==> src/ws2812_pixel_line_driver_unit_defines.svh <==
// Assertion macros for the pixel line driver.
// No dependencies; included by the modules that carry assertions.
`ifndef WS2812_PIXEL_LINE_DRIVER_UNIT_DEFINES_SVH
`define WS2812_PIXEL_LINE_DRIVER_UNIT_DEFINES_SVH
`ifndef SYNTHESIS
// same-cycle implication, checked on every rising edge out of reset
`define WSPLD_ASSERT_NOW(lbl, ante, cons) \
    lbl: assert property (@(posedge clk) disable iff (!rst_n) (ante) |-> (cons)) \
        else $error("assertion failed: same-cycle check");
// next-cycle implication
`define WSPLD_ASSERT_NEXT(lbl, ante, cons) \
    lbl: assert property (@(posedge clk) disable iff (!rst_n) (ante) |=> (cons)) \
        else $error("assertion failed: next-cycle check");
`else
`define WSPLD_ASSERT_NOW(lbl, ante, cons)
`define WSPLD_ASSERT_NEXT(lbl, ante, cons)
`endif
`endif

==> src/ws2812pld_pkg.sv <==
// Package for the pixel line driver: transaction types, opcodes, register
// indexes, reset values and the color scaling function. No dependencies.
package ws2812pld_pkg;

    localparam int CFG_IDX_W  = 3;
    localparam int CFG_DATA_W = 16;
    localparam int COLOR_W    = 24;

    localparam logic [4:0] BIT_LAST = 5'd23;

    localparam logic OP_TICK  = 1'b0;
    localparam logic OP_WRITE = 1'b1;

    localparam logic [CFG_IDX_W-1:0] REG_BRIGHTNESS  = 3'd0;
    localparam logic [CFG_IDX_W-1:0] REG_PIXEL_COUNT = 3'd1;
    localparam logic [CFG_IDX_W-1:0] REG_ZERO_HIGH   = 3'd2;
    localparam logic [CFG_IDX_W-1:0] REG_ONE_HIGH    = 3'd3;
    localparam logic [CFG_IDX_W-1:0] REG_BIT_PERIOD  = 3'd4;

    localparam logic [7:0]  RST_BRIGHTNESS  = 8'd255;
    localparam logic [7:0]  RST_PIXEL_COUNT = 8'd1;
    localparam logic [15:0] RST_ZERO_HIGH   = 16'd60;
    localparam logic [15:0] RST_ONE_HIGH    = 16'd124;
    localparam logic [15:0] RST_BIT_PERIOD  = 16'd186;

    typedef struct packed {
        logic       opcode;
        logic [7:0] red;
        logic [7:0] green;
        logic [7:0] blue;
    } in_item_t;

    typedef struct packed {
        logic line_level;
        logic busy_res;
    } out_item_t;

    // (v * b) >> 8
    function automatic logic [7:0] scale_byte(input logic [7:0] v, input logic [7:0] b);
        logic [15:0] prod;
        prod = 16'(v) * 16'(b);
        return prod[15:8];
    endfunction

endpackage

==> src/ws2812_pixel_line_driver_unit.sv <==
// Pixel line driver: input register, one pass of timing/scaling logic, result register.
// Depends on ws2812pld_pkg and ws2812_pixel_line_driver_unit_defines.svh.
//
// Accepted transactions pass through the input register to the result register.
// Throughput: one transaction per cycle unless out_ready stalls; a tick steps the line.
// Reset (rst_n low, async): idle, line low, registers at their reset values.
`include "ws2812_pixel_line_driver_unit_defines.svh"

module ws2812_pixel_line_driver_unit #(
    parameter int COUNTER_WIDTH = 16
) (
    input  logic                                     clk,
    input  logic                                     rst_n,
    input  logic                                     in_valid,
    output logic                                     in_ready,
    input  ws2812pld_pkg::in_item_t                  in_data,
    output logic                                     out_valid,
    input  logic                                     out_ready,
    output ws2812pld_pkg::out_item_t                 out_data,
    input  logic                                     cfg_valid,
    output logic                                     cfg_ready,
    input  logic [ws2812pld_pkg::CFG_IDX_W-1:0]      cfg_index,
    input  logic [ws2812pld_pkg::CFG_DATA_W-1:0]     cfg_data
);
    import ws2812pld_pkg::*;

    // compare width: covers the cycle counter and the 16-bit timings, plus a carry
    localparam int CMP_W = ((COUNTER_WIDTH > 16) ? COUNTER_WIDTH : 16) + 1;

    // ---------------------------------------------------------------------
    // Configuration registers. Writes take effect at once, also while a
    // frame is on the wire; the port is always ready. Out-of-range indexes
    // are dropped.
    // ---------------------------------------------------------------------
    logic [7:0]  brightness_reg;
    logic [7:0]  pixel_count_reg;
    logic [15:0] zero_high_reg;
    logic [15:0] one_high_reg;
    logic [15:0] bit_period_reg;

    assign cfg_ready = 1'b1;

    always_ff @(posedge clk or negedge rst_n)
    begin
        if (!rst_n)
        begin
            brightness_reg  <= RST_BRIGHTNESS;
            pixel_count_reg <= RST_PIXEL_COUNT;
            zero_high_reg   <= RST_ZERO_HIGH;
            one_high_reg    <= RST_ONE_HIGH;
            bit_period_reg  <= RST_BIT_PERIOD;
        end
        else if (cfg_valid && cfg_ready)
        begin
            case (cfg_index)
                REG_BRIGHTNESS:  brightness_reg  <= cfg_data[7:0];
                REG_PIXEL_COUNT: pixel_count_reg <= cfg_data[7:0];
                REG_ZERO_HIGH:   zero_high_reg   <= cfg_data;
                REG_ONE_HIGH:    one_high_reg    <= cfg_data;
                REG_BIT_PERIOD:  bit_period_reg  <= cfg_data;
                default:         ;
            endcase
        end
    end

    // ---------------------------------------------------------------------
    // Input register. Processing fires when the result register is empty
    // or is handing off its transaction in this cycle.
    // ---------------------------------------------------------------------
    logic     s1_valid_reg;
    in_item_t s1_data_reg;
    logic     out_valid_reg;
    out_item_t out_data_reg;
    logic     s1_fire;

    assign s1_fire  = s1_valid_reg && (!out_valid_reg || out_ready);
    assign in_ready = !s1_valid_reg || s1_fire;

    always_ff @(posedge clk or negedge rst_n)
    begin
        if (!rst_n)
        begin
            s1_valid_reg <= 1'b0;
        end
        else if (in_ready)
        begin
            s1_valid_reg <= in_valid;
        end
    end

    always_ff @(posedge clk)
    begin
        if (in_valid && in_ready)
        begin
            s1_data_reg <= in_data;
        end
    end

    // ---------------------------------------------------------------------
    // Line state: color shift word, bit and pixel position, cycle counter.
    // ---------------------------------------------------------------------
    logic [COLOR_W-1:0]       color_bits_reg, color_bits_next;
    logic [4:0]               bit_index_reg, bit_index_next;
    logic [7:0]               pixel_index_reg, pixel_index_next;
    logic [COUNTER_WIDTH-1:0] cycle_count_reg, cycle_count_next;
    logic                     active_reg, active_next;
    out_item_t                result;

    logic                     cur_bit;
    logic [15:0]              cur_high;
    logic [CMP_W-1:0]         cnt_ext;
    logic [CMP_W-1:0]         high_ext;
    logic [CMP_W-1:0]         period_ext;
    logic [CMP_W-1:0]         bit_len;
    logic                     level_now;
    logic                     cnt_sat;
    logic [COLOR_W-1:0]       new_color;
    logic [15:0]              new_high;

    always_comb
    begin
        // bit 0 of the sequence is bit 23 of the color word (MSB of green)
        cur_bit    = color_bits_reg[BIT_LAST - bit_index_reg];
        cur_high   = cur_bit ? one_high_reg : zero_high_reg;
        cnt_ext    = CMP_W'(cycle_count_reg);
        high_ext   = CMP_W'(cur_high);
        period_ext = CMP_W'(bit_period_reg);
        // a bit's length is max(high, period), never zero
        bit_len    = (high_ext > period_ext) ? high_ext : period_ext;
        if (bit_len == '0)
        begin
            bit_len = CMP_W'(1);
        end
        level_now  = active_reg && (cnt_ext < high_ext);
        cnt_sat    = &cycle_count_reg;

        // send order is green, red, blue
        new_color  = {scale_byte(s1_data_reg.green, brightness_reg),
                      scale_byte(s1_data_reg.red,   brightness_reg),
                      scale_byte(s1_data_reg.blue,  brightness_reg)};
        new_high   = new_color[COLOR_W-1] ? one_high_reg : zero_high_reg;

        color_bits_next  = color_bits_reg;
        bit_index_next   = bit_index_reg;
        pixel_index_next = pixel_index_reg;
        cycle_count_next = cycle_count_reg;
        active_next      = active_reg;
        result.line_level = level_now;
        result.busy_res   = active_reg;

        if (s1_fire)
        begin
            if (s1_data_reg.opcode == OP_WRITE)
            begin
                // a write while busy is dropped and reports the current cycle
                if (!active_reg)
                begin
                    color_bits_next  = new_color;
                    bit_index_next   = '0;
                    pixel_index_next = '0;
                    cycle_count_next = '0;
                    active_next      = (pixel_count_reg != 8'd0);
                    result.line_level = (pixel_count_reg != 8'd0) && (new_high != 16'd0);
                    result.busy_res   = (pixel_count_reg != 8'd0);
                end
            end
            else if (active_reg)
            begin
                // tick: report this cycle, then step the line once
                if (((cnt_ext + CMP_W'(1)) < bit_len) && !cnt_sat)
                begin
                    cycle_count_next = cycle_count_reg + COUNTER_WIDTH'(1);
                end
                else
                begin
                    cycle_count_next = '0;
                    if (bit_index_reg < BIT_LAST)
                    begin
                        bit_index_next = bit_index_reg + 5'd1;
                    end
                    else
                    begin
                        bit_index_next = '0;
                        if ((9'(pixel_index_reg) + 9'd1) < 9'(pixel_count_reg))
                        begin
                            pixel_index_next = pixel_index_reg + 8'd1;
                        end
                        else
                        begin
                            pixel_index_next = '0;
                            active_next      = 1'b0;
                        end
                    end
                end
            end
        end
    end

    always_ff @(posedge clk or negedge rst_n)
    begin
        if (!rst_n)
        begin
            color_bits_reg  <= '0;
            bit_index_reg   <= '0;
            pixel_index_reg <= '0;
            cycle_count_reg <= '0;
            active_reg      <= 1'b0;
        end
        else
        begin
            color_bits_reg  <= color_bits_next;
            bit_index_reg   <= bit_index_next;
            pixel_index_reg <= pixel_index_next;
            cycle_count_reg <= cycle_count_next;
            active_reg      <= active_next;
        end
    end

    // ---------------------------------------------------------------------
    // Result register: holds a finished transaction until it is taken.
    // ---------------------------------------------------------------------
    always_ff @(posedge clk or negedge rst_n)
    begin
        if (!rst_n)
        begin
            out_valid_reg <= 1'b0;
        end
        else if (s1_fire)
        begin
            out_valid_reg <= 1'b1;
        end
        else if (out_ready)
        begin
            out_valid_reg <= 1'b0;
        end
    end

    always_ff @(posedge clk)
    begin
        if (s1_fire)
        begin
            out_data_reg <= result;
        end
    end

    assign out_valid = out_valid_reg;
    assign out_data  = out_data_reg;

    // ---------------------------------------------------------------------
    // Checks
    // ---------------------------------------------------------------------
    // idle means all position state is back at zero
    `WSPLD_ASSERT_NOW(a_idle_zero, !active_reg, (cycle_count_reg == '0) && (bit_index_reg == '0) && (pixel_index_reg == '0))
    // bit position never runs past the last color bit
    `WSPLD_ASSERT_NOW(a_bit_range, 1'b1, bit_index_reg <= BIT_LAST)
    // a high line is only ever reported while sending
    `WSPLD_ASSERT_NOW(a_level_busy, out_valid_reg, !out_data_reg.line_level || out_data_reg.busy_res)
    // a tick while idle leaves the block idle
    `WSPLD_ASSERT_NEXT(a_tick_idle, s1_fire && (s1_data_reg.opcode == OP_TICK) && !active_reg, !active_reg)

endmodule

==> config.mk <==
export PLATFORM = sky130hd
export DESIGN_NAME = ws2812_pixel_line_driver_unit
export DESIGN_NICKNAME = d
export VERILOG_FILES = /design/src/ws2812pld_pkg.sv /design/src/ws2812_pixel_line_driver_unit.sv
export VERILOG_INCLUDE_DIRS = /design/src /design/src/src
export SDC_FILE = /design/constraint.sdc
export NUM_CORES = 1
export LEC_CHECK = 0
export BUFFER_PORTS_ARGS = -buffer_cell sky130_fd_sc_hd__buf_2
export CORE_AREA = 2 2 187 189
export DETAILED_ROUTE_END_ITERATION = 16
export DIE_AREA = 0 0 189 191
export SLEW_MARGIN = 10
export SYNTH_ARGS = -nofsm -noshare
export SYNTH_HDL_FRONTEND = slang
export SYNTH_SLANG_ARGS = --single-unit
export TNS_END_PERCENT = 50
==> constraint.sdc <==
create_clock -name clk -period 7.8 [get_ports clk]
set_input_delay 1.17 -clock clk [delete_from_list [all_inputs] [get_ports clk]]
set_output_delay 1.17 -clock clk [all_outputs]
set_load 0.01 [all_outputs]
; Word-level counts from Yosys, hierarchy flattened
; Index checks and enable logic that the tools add are counted.
[totals]
ff_bits = 147
inputBits = 49
output_inout_bits = 5
word_cells = 98
[classes]
n_addsub = 6
n_mul = 3
n_lt_le_gt_ge = 6
n_eq_ne = 7
muxes = 31
bitwise = 1
reduce_logical = 26
[op_table]
columns = op, n
row1 = $mux 16, 8
row2 = $mul 8x8->16, 3
row3 = $mux 8, 6
row4 = $mux 5, 5
row5 = $add 16x1->17 const B, 1
row6 = $logic_not 17->1, 1
row7 = $lt 17x17->1, 1
row8 = $add 16x1->16 const B, 1
row9 = $gt 16x16->1, 1
row10 = $lt 16x16->1, 1
row11 = $reduce_and 16->1, 1
row12 = $reduce_bool 16->1, 1
row13 = $reduce_and 2->1, 5
row14 = $add 8x1->9 const B, 1
row15 = $lt 9x8->1, 1
row16 = $mux 1, 9
row17 = $add 8x1->8 const B, 1
row18 = $reduce_bool 8->1, 1
row19 = $eq 3x2->1 const B, 2
row20 = $lt 5x6->1 const B, 1
row21 = $ne 2x2->1 const B, 3
row22 = $reduce_and 3->1, 2
row23 = $add 5x1->5 const B, 1
row24 = $bmux 1 s5, 1
row25 = other kinds (13), 22

; Depth between registers and ports, before layout
[depth]
word_depth = 13
depth_mapped = 29
ltp_nobuf = 24

; Least setup slack after synthesis
; No wires, ideal clock.
[synth_path]
path_type = flip-flop to flip-flop
from = reg bit_index_reg[0]
to = reg cycle_count_reg[7]
setup_time_ns = 0.079
t_arrival_ns = 6.164
required_time_ns = 7.721
slack_ns = 1.556
stages_incl_launch_ff = 29
path_buffers = 4
period_less_slack_ns = 6.244
cell_sequence = dfrtp_1 > buf_6 > mux4_2 > mux2i_1 > nor3_1 > a311oi_1 > buf_4 > buf_1 > mux2i_1 > inv_1 > ha_1 > nand4_1 > nor2_1 > nand4_1 > or3_1 > o21ai_1 > clkbuf_1 > nor2_1 > a21oi_1 > ha_1 > a2111oi_0 > o21ai_0 > o21ai_0 > o2111a_1 > nand2_1 > or4_4 > a21o_1 > or3_1 > mux2i_1
[synth_via]
elab_chain_cells = 13
[synth_lines]
columns = item, line_no
row1 = start: declaration, ws2812_pixel_line_driver_unit.sv:103  ; logic [4:0] bit_index_reg, bit_index_next;
row2 = start signal: assignment, ws2812_pixel_line_driver_unit.sv:212  ; bit_index_reg <= bit_index_next;
row3 = $sub 5x5->5 *, ws2812_pixel_line_driver_unit.sv:123  ; cur_bit = color_bits_reg[BIT_LAST - bit_index_reg];
row4 = $bmux 1 s5 *, ws2812_pixel_line_driver_unit.sv:123
row5 = $mux 1 (not written as such) *, ws2812_pixel_line_driver_unit.sv:123
row6 = $mux 16 *, ws2812_pixel_line_driver_unit.sv:124  ; cur_high = cur_bit ? one_high_reg : zero_high_reg;
row7 = $gt 16x16->1, ws2812_pixel_line_driver_unit.sv:129  ; bit_len = (high_ext > period_ext) ? high_ext : period_ext;
row8 = $mux 16 *, ws2812_pixel_line_driver_unit.sv:129
row9 = $logic_not 17->1, ws2812_pixel_line_driver_unit.sv:130  ; if (bit_len == '0)
row10 = $mux 16 *, ws2812_pixel_line_driver_unit.sv:130
row11 = $lt 17x17->1 *, ws2812_pixel_line_driver_unit.sv:170  ; if (((cnt_ext + CMP_W'(1)) < bit_len) && !cnt_sat)
row12 = $logic_and 1x1->1 *, ws2812_pixel_line_driver_unit.sv:170
row13 = $mux 16 *, ws2812_pixel_line_driver_unit.sv:170
row14 = $mux 16 *, ws2812_pixel_line_driver_unit.sv:167  ; else if (active_reg)
row15 = $mux 16 *, ws2812_pixel_line_driver_unit.sv:153  ; if (s1_data_reg.opcode == OP_WRITE)
row16 = end signal: assignment, ws2812_pixel_line_driver_unit.sv:214  ; cycle_count_reg <= cycle_count_next;
row17 = end: declaration, ws2812_pixel_line_driver_unit.sv:105  ; logic [COUNTER_WIDTH-1:0] cycle_count_reg, cycle_count_next;
; Every way passes the cells marked *; elsewhere a longest branch is shown, timed or not. The select of a mux whose other input is x is not followed.
; A chain may end at the register's enable or synchronous reset.

; Worst setup path after layout
; Same ends and word-level chain as after synthesis.

==> results.md <==
* FP Rows at 68
* CP most frequent cell: a21oi_1
* Largest register FFs at 25
* Largest net degree at the start of global routing at 75
* Commonest non-fill, non-tap cell in the layout: inv_1
* Syn Inst Count at 1393
* Worst slew margin at 25.2%
* Share of the synthesized area in the top cell type at 18.1%
* Drt pass-1 iters at 4
* Asr flop ratio synth at 81.6%
* Area grow syn2layout at 10.1%
* Layout cells sized above 1 at 12.0%
* Post-DR wirelength/cell at 16.2 um
* Crit-path max FO at 24
* Post-CTS Setup Inserts at 0
* HPWL after detailed placement at 23300 um
* Status: finished, final reports clean
* Core box area at 0.0341 mm^2
* Fin util at 43.4%
* Number of distinct library cells after synthesis at 68
* Syn Nets at 1706
* Peak VDD IR at 0.000180 V
* Finished Cell Area at 0.0148 mm^2
* Synth Area in Simple Gates at 16.2%
* WHS Path Cells at 2
* Yosys warnings at 0
* Main flop type after synthesis: dfrtp_1
* Clock root buffer: clkbuf_16
* GRT Total Usage at 17.9%
* Combinational family with the most area after synthesis: adder cells
* Synthesis-stage register bit count at 147
* Share of the yosys chip area belonging to registers at 28.6%
* Slew Limit Fails at 0
* Reg-to-reg setup timing slack at 780 ps
* Fmax achieved at 0.142 GHz
* Worst-path clk slew at 70 ps
* Most frequent cells in the layout: inv_1, nand2_1, ha_1, and2_1, fa_1
* WS Path Type: flop to flop
* Min Tclk post-route at 7020 ps
* RR Endpoint: cycle_count_reg[7]
* Synth Area in Adders at 30.4%
* Syn_area_per_cell at 9.65 um^2
* CTS resizes at 0
* Worst Hold Class: flop to flop
* Nets at 1739
* CTS tree: done
* I/O Buffers at 52
* RSZ-0062 raised after global routing: no
* Clock skew at 11.5 ps
* Pwr dens at 305 mW/mm^2
* Antenna fix cells at 0
* Critical Path Source: bit_index_reg[0]
* Final setup fails at 0
* DRC Markers at 0
* Chip height at 191 um
* First-pass GRT wire length at 51300 um
* Placed cell areas at 0.0142 mm^2
* Detail Route Antenna Nets at 0
* Via Count at 9766
* Vias/cell at 5.16
* Worst Path Required at 8180 ps
* R2R Path Start: bit_index_reg[0]
* Hold path start: color_bits_reg[22]
* Filler cells at 3281
* Ranking of synthesized cells by area: dfrtp_1, fa_1, ha_1
* Initial core utilization at 39.4%
* Hold_buf cts at 0
* Final wirelength at 30600 um
* Hold Path Sink: color_bits_reg[22]
* TNS Setup at 0 ps
* DP Worst Slack at 634 ps
* Top cell type by total area after synthesis: dfrtp_1
* DIE AREA at 0.0361 mm^2
* Hold Fails Final Rpt at 0
* Arrival time of the worst setup path at 7400 ps
* Slowest CP cell: dfrtp_1
* Ports at 54
* DRT iter0 DRCs at 536
* Crit-path max cell delay at 660 ps
* Synth Cell Area at 0.0134 mm^2
* Clk Latency, worst-skew pair at 450 ps
* WHS at 477 ps
* Mux cell area share after synthesis at 5.98%
* Final Worst Setup Slack at 775 ps
* Placer Congestion at 0.861
* Max_cap viols at 0
* Sink Count at 147
* Die W at 189 um
* Worst Max-Slew Pin Slew at 1120 ps
* Synth Area in XOR/XNOR at 2.67%
* Post-synth EDFFs at 27
* Leak at 7.25 nW
* Worst reg-to-reg path cell count at 25
* Vias in the first global route at 9758
* Post-synthesis compound-gate area fraction at 9.41%
* Tcrit/Tclk final at 90.1%
* TritonCTS buffer count at 17
* Startpoint types: flop
* Clock buffer depth at 2
* Initial antenna violation count at 0
* H-tree levels at 4
* CP Capture Type: flop
* GR Overflow Total at 0
==> cells in the mapped netlist, types with 7 or more instances <==
cell       instances
o2bb2ai_1          9
and3_1            12
nor4_1            13
nand2_1          168
mux2i_1           20
nand3_1           20
ha_1             159
and2_1           107
o31ai_1           11
a21oi_1           48
mux2_2            45
xor2_1            26
a211oi_1          10
nand4_1           12
xnor2_1           15
fa_1             105
clkbuf_1          37
nand2b_1          11
edfxtp_1          27
nor2_1            39
o21bai_1           7
dfrtp_1           97
nor2b_1            9
o21ai_0           70
nor3_1            21
dfstp_2           23
inv_1            189
==> layer usage <==
| layer | track usage [%] | up-vias | part of all wire, % |
|---|---|---|---|
| li1 | - | 4746 | - |
| met1 | 26.1 | 4855 | 51 |
| met2 | 27.5 | 136 | 45 |
| met3 | 2.72 | 29 | 2.5 |
| met4 | 4.99 | 0 | 1.6 |
| met5 | 0 | - | 0 |
==> through the flow <==
stage | total power, mW | cells
6_report | 4.52 | 1894
5_1_grt | 5.02 | 1894
4_1_cts | 4.58 | 1894
3_5_place_dp | 3.69 | 1862
3_3_place_gp | 3.63 | 1862
2_1_floorplan | 3.05 | 1393
==> area by class of cell <==
cell class                      count  area [um^2]  area share [%]
Multi-Input combinational cell   1012         8770            59.2
Sequential cell                   147         3840            26.0
Inverter                          189          709            4.79
Tap cell                          455          569            3.85
Clock buffer                       18          439            2.97
Timing Repair Buffer               59          315            2.13
Clock inverter                     14          159            1.07
==> worst max-delay path: cells and delay by family (launching register included) <==
kind                     cells  cell delay (ps)
flip-flops                   1              660
buffers and inverters        2              420
AO/OA/AOI/OAI               13             3030
adder cells (fa/ha/maj)      2              560
multiplexers                 3             1150
AND/OR/NAND/NOR              5             1110
==> power breakdown <==
group | total (mW) | switching [mW] | internal [mW]
sequential | 1.12 | 0.194 | 0.928
combinational | 2.55 | 1.40 | 1.14
clock | 0.850 | 0.386 | 0.464
==> cells by family after synthesis <==
logic type	after synthesis
other cells	1
xor+xnor	41
flops	147
fa+ha+maj	264
buf+inv	234
simple gates	434
mux	69
compound gates	203
==> how the worst max path moves through the flow <==
stage / to
after detailed placement: cycle_count_reg[7]
after global routing: cycle_count_reg[0]
final: cycle_count_reg[7]
after CTS: cycle_count_reg[7]
after global placement: cycle_count_reg[12]
after floorplan: cycle_count_reg[7]
Note: power is estimated with default switching activity, not from simulation.
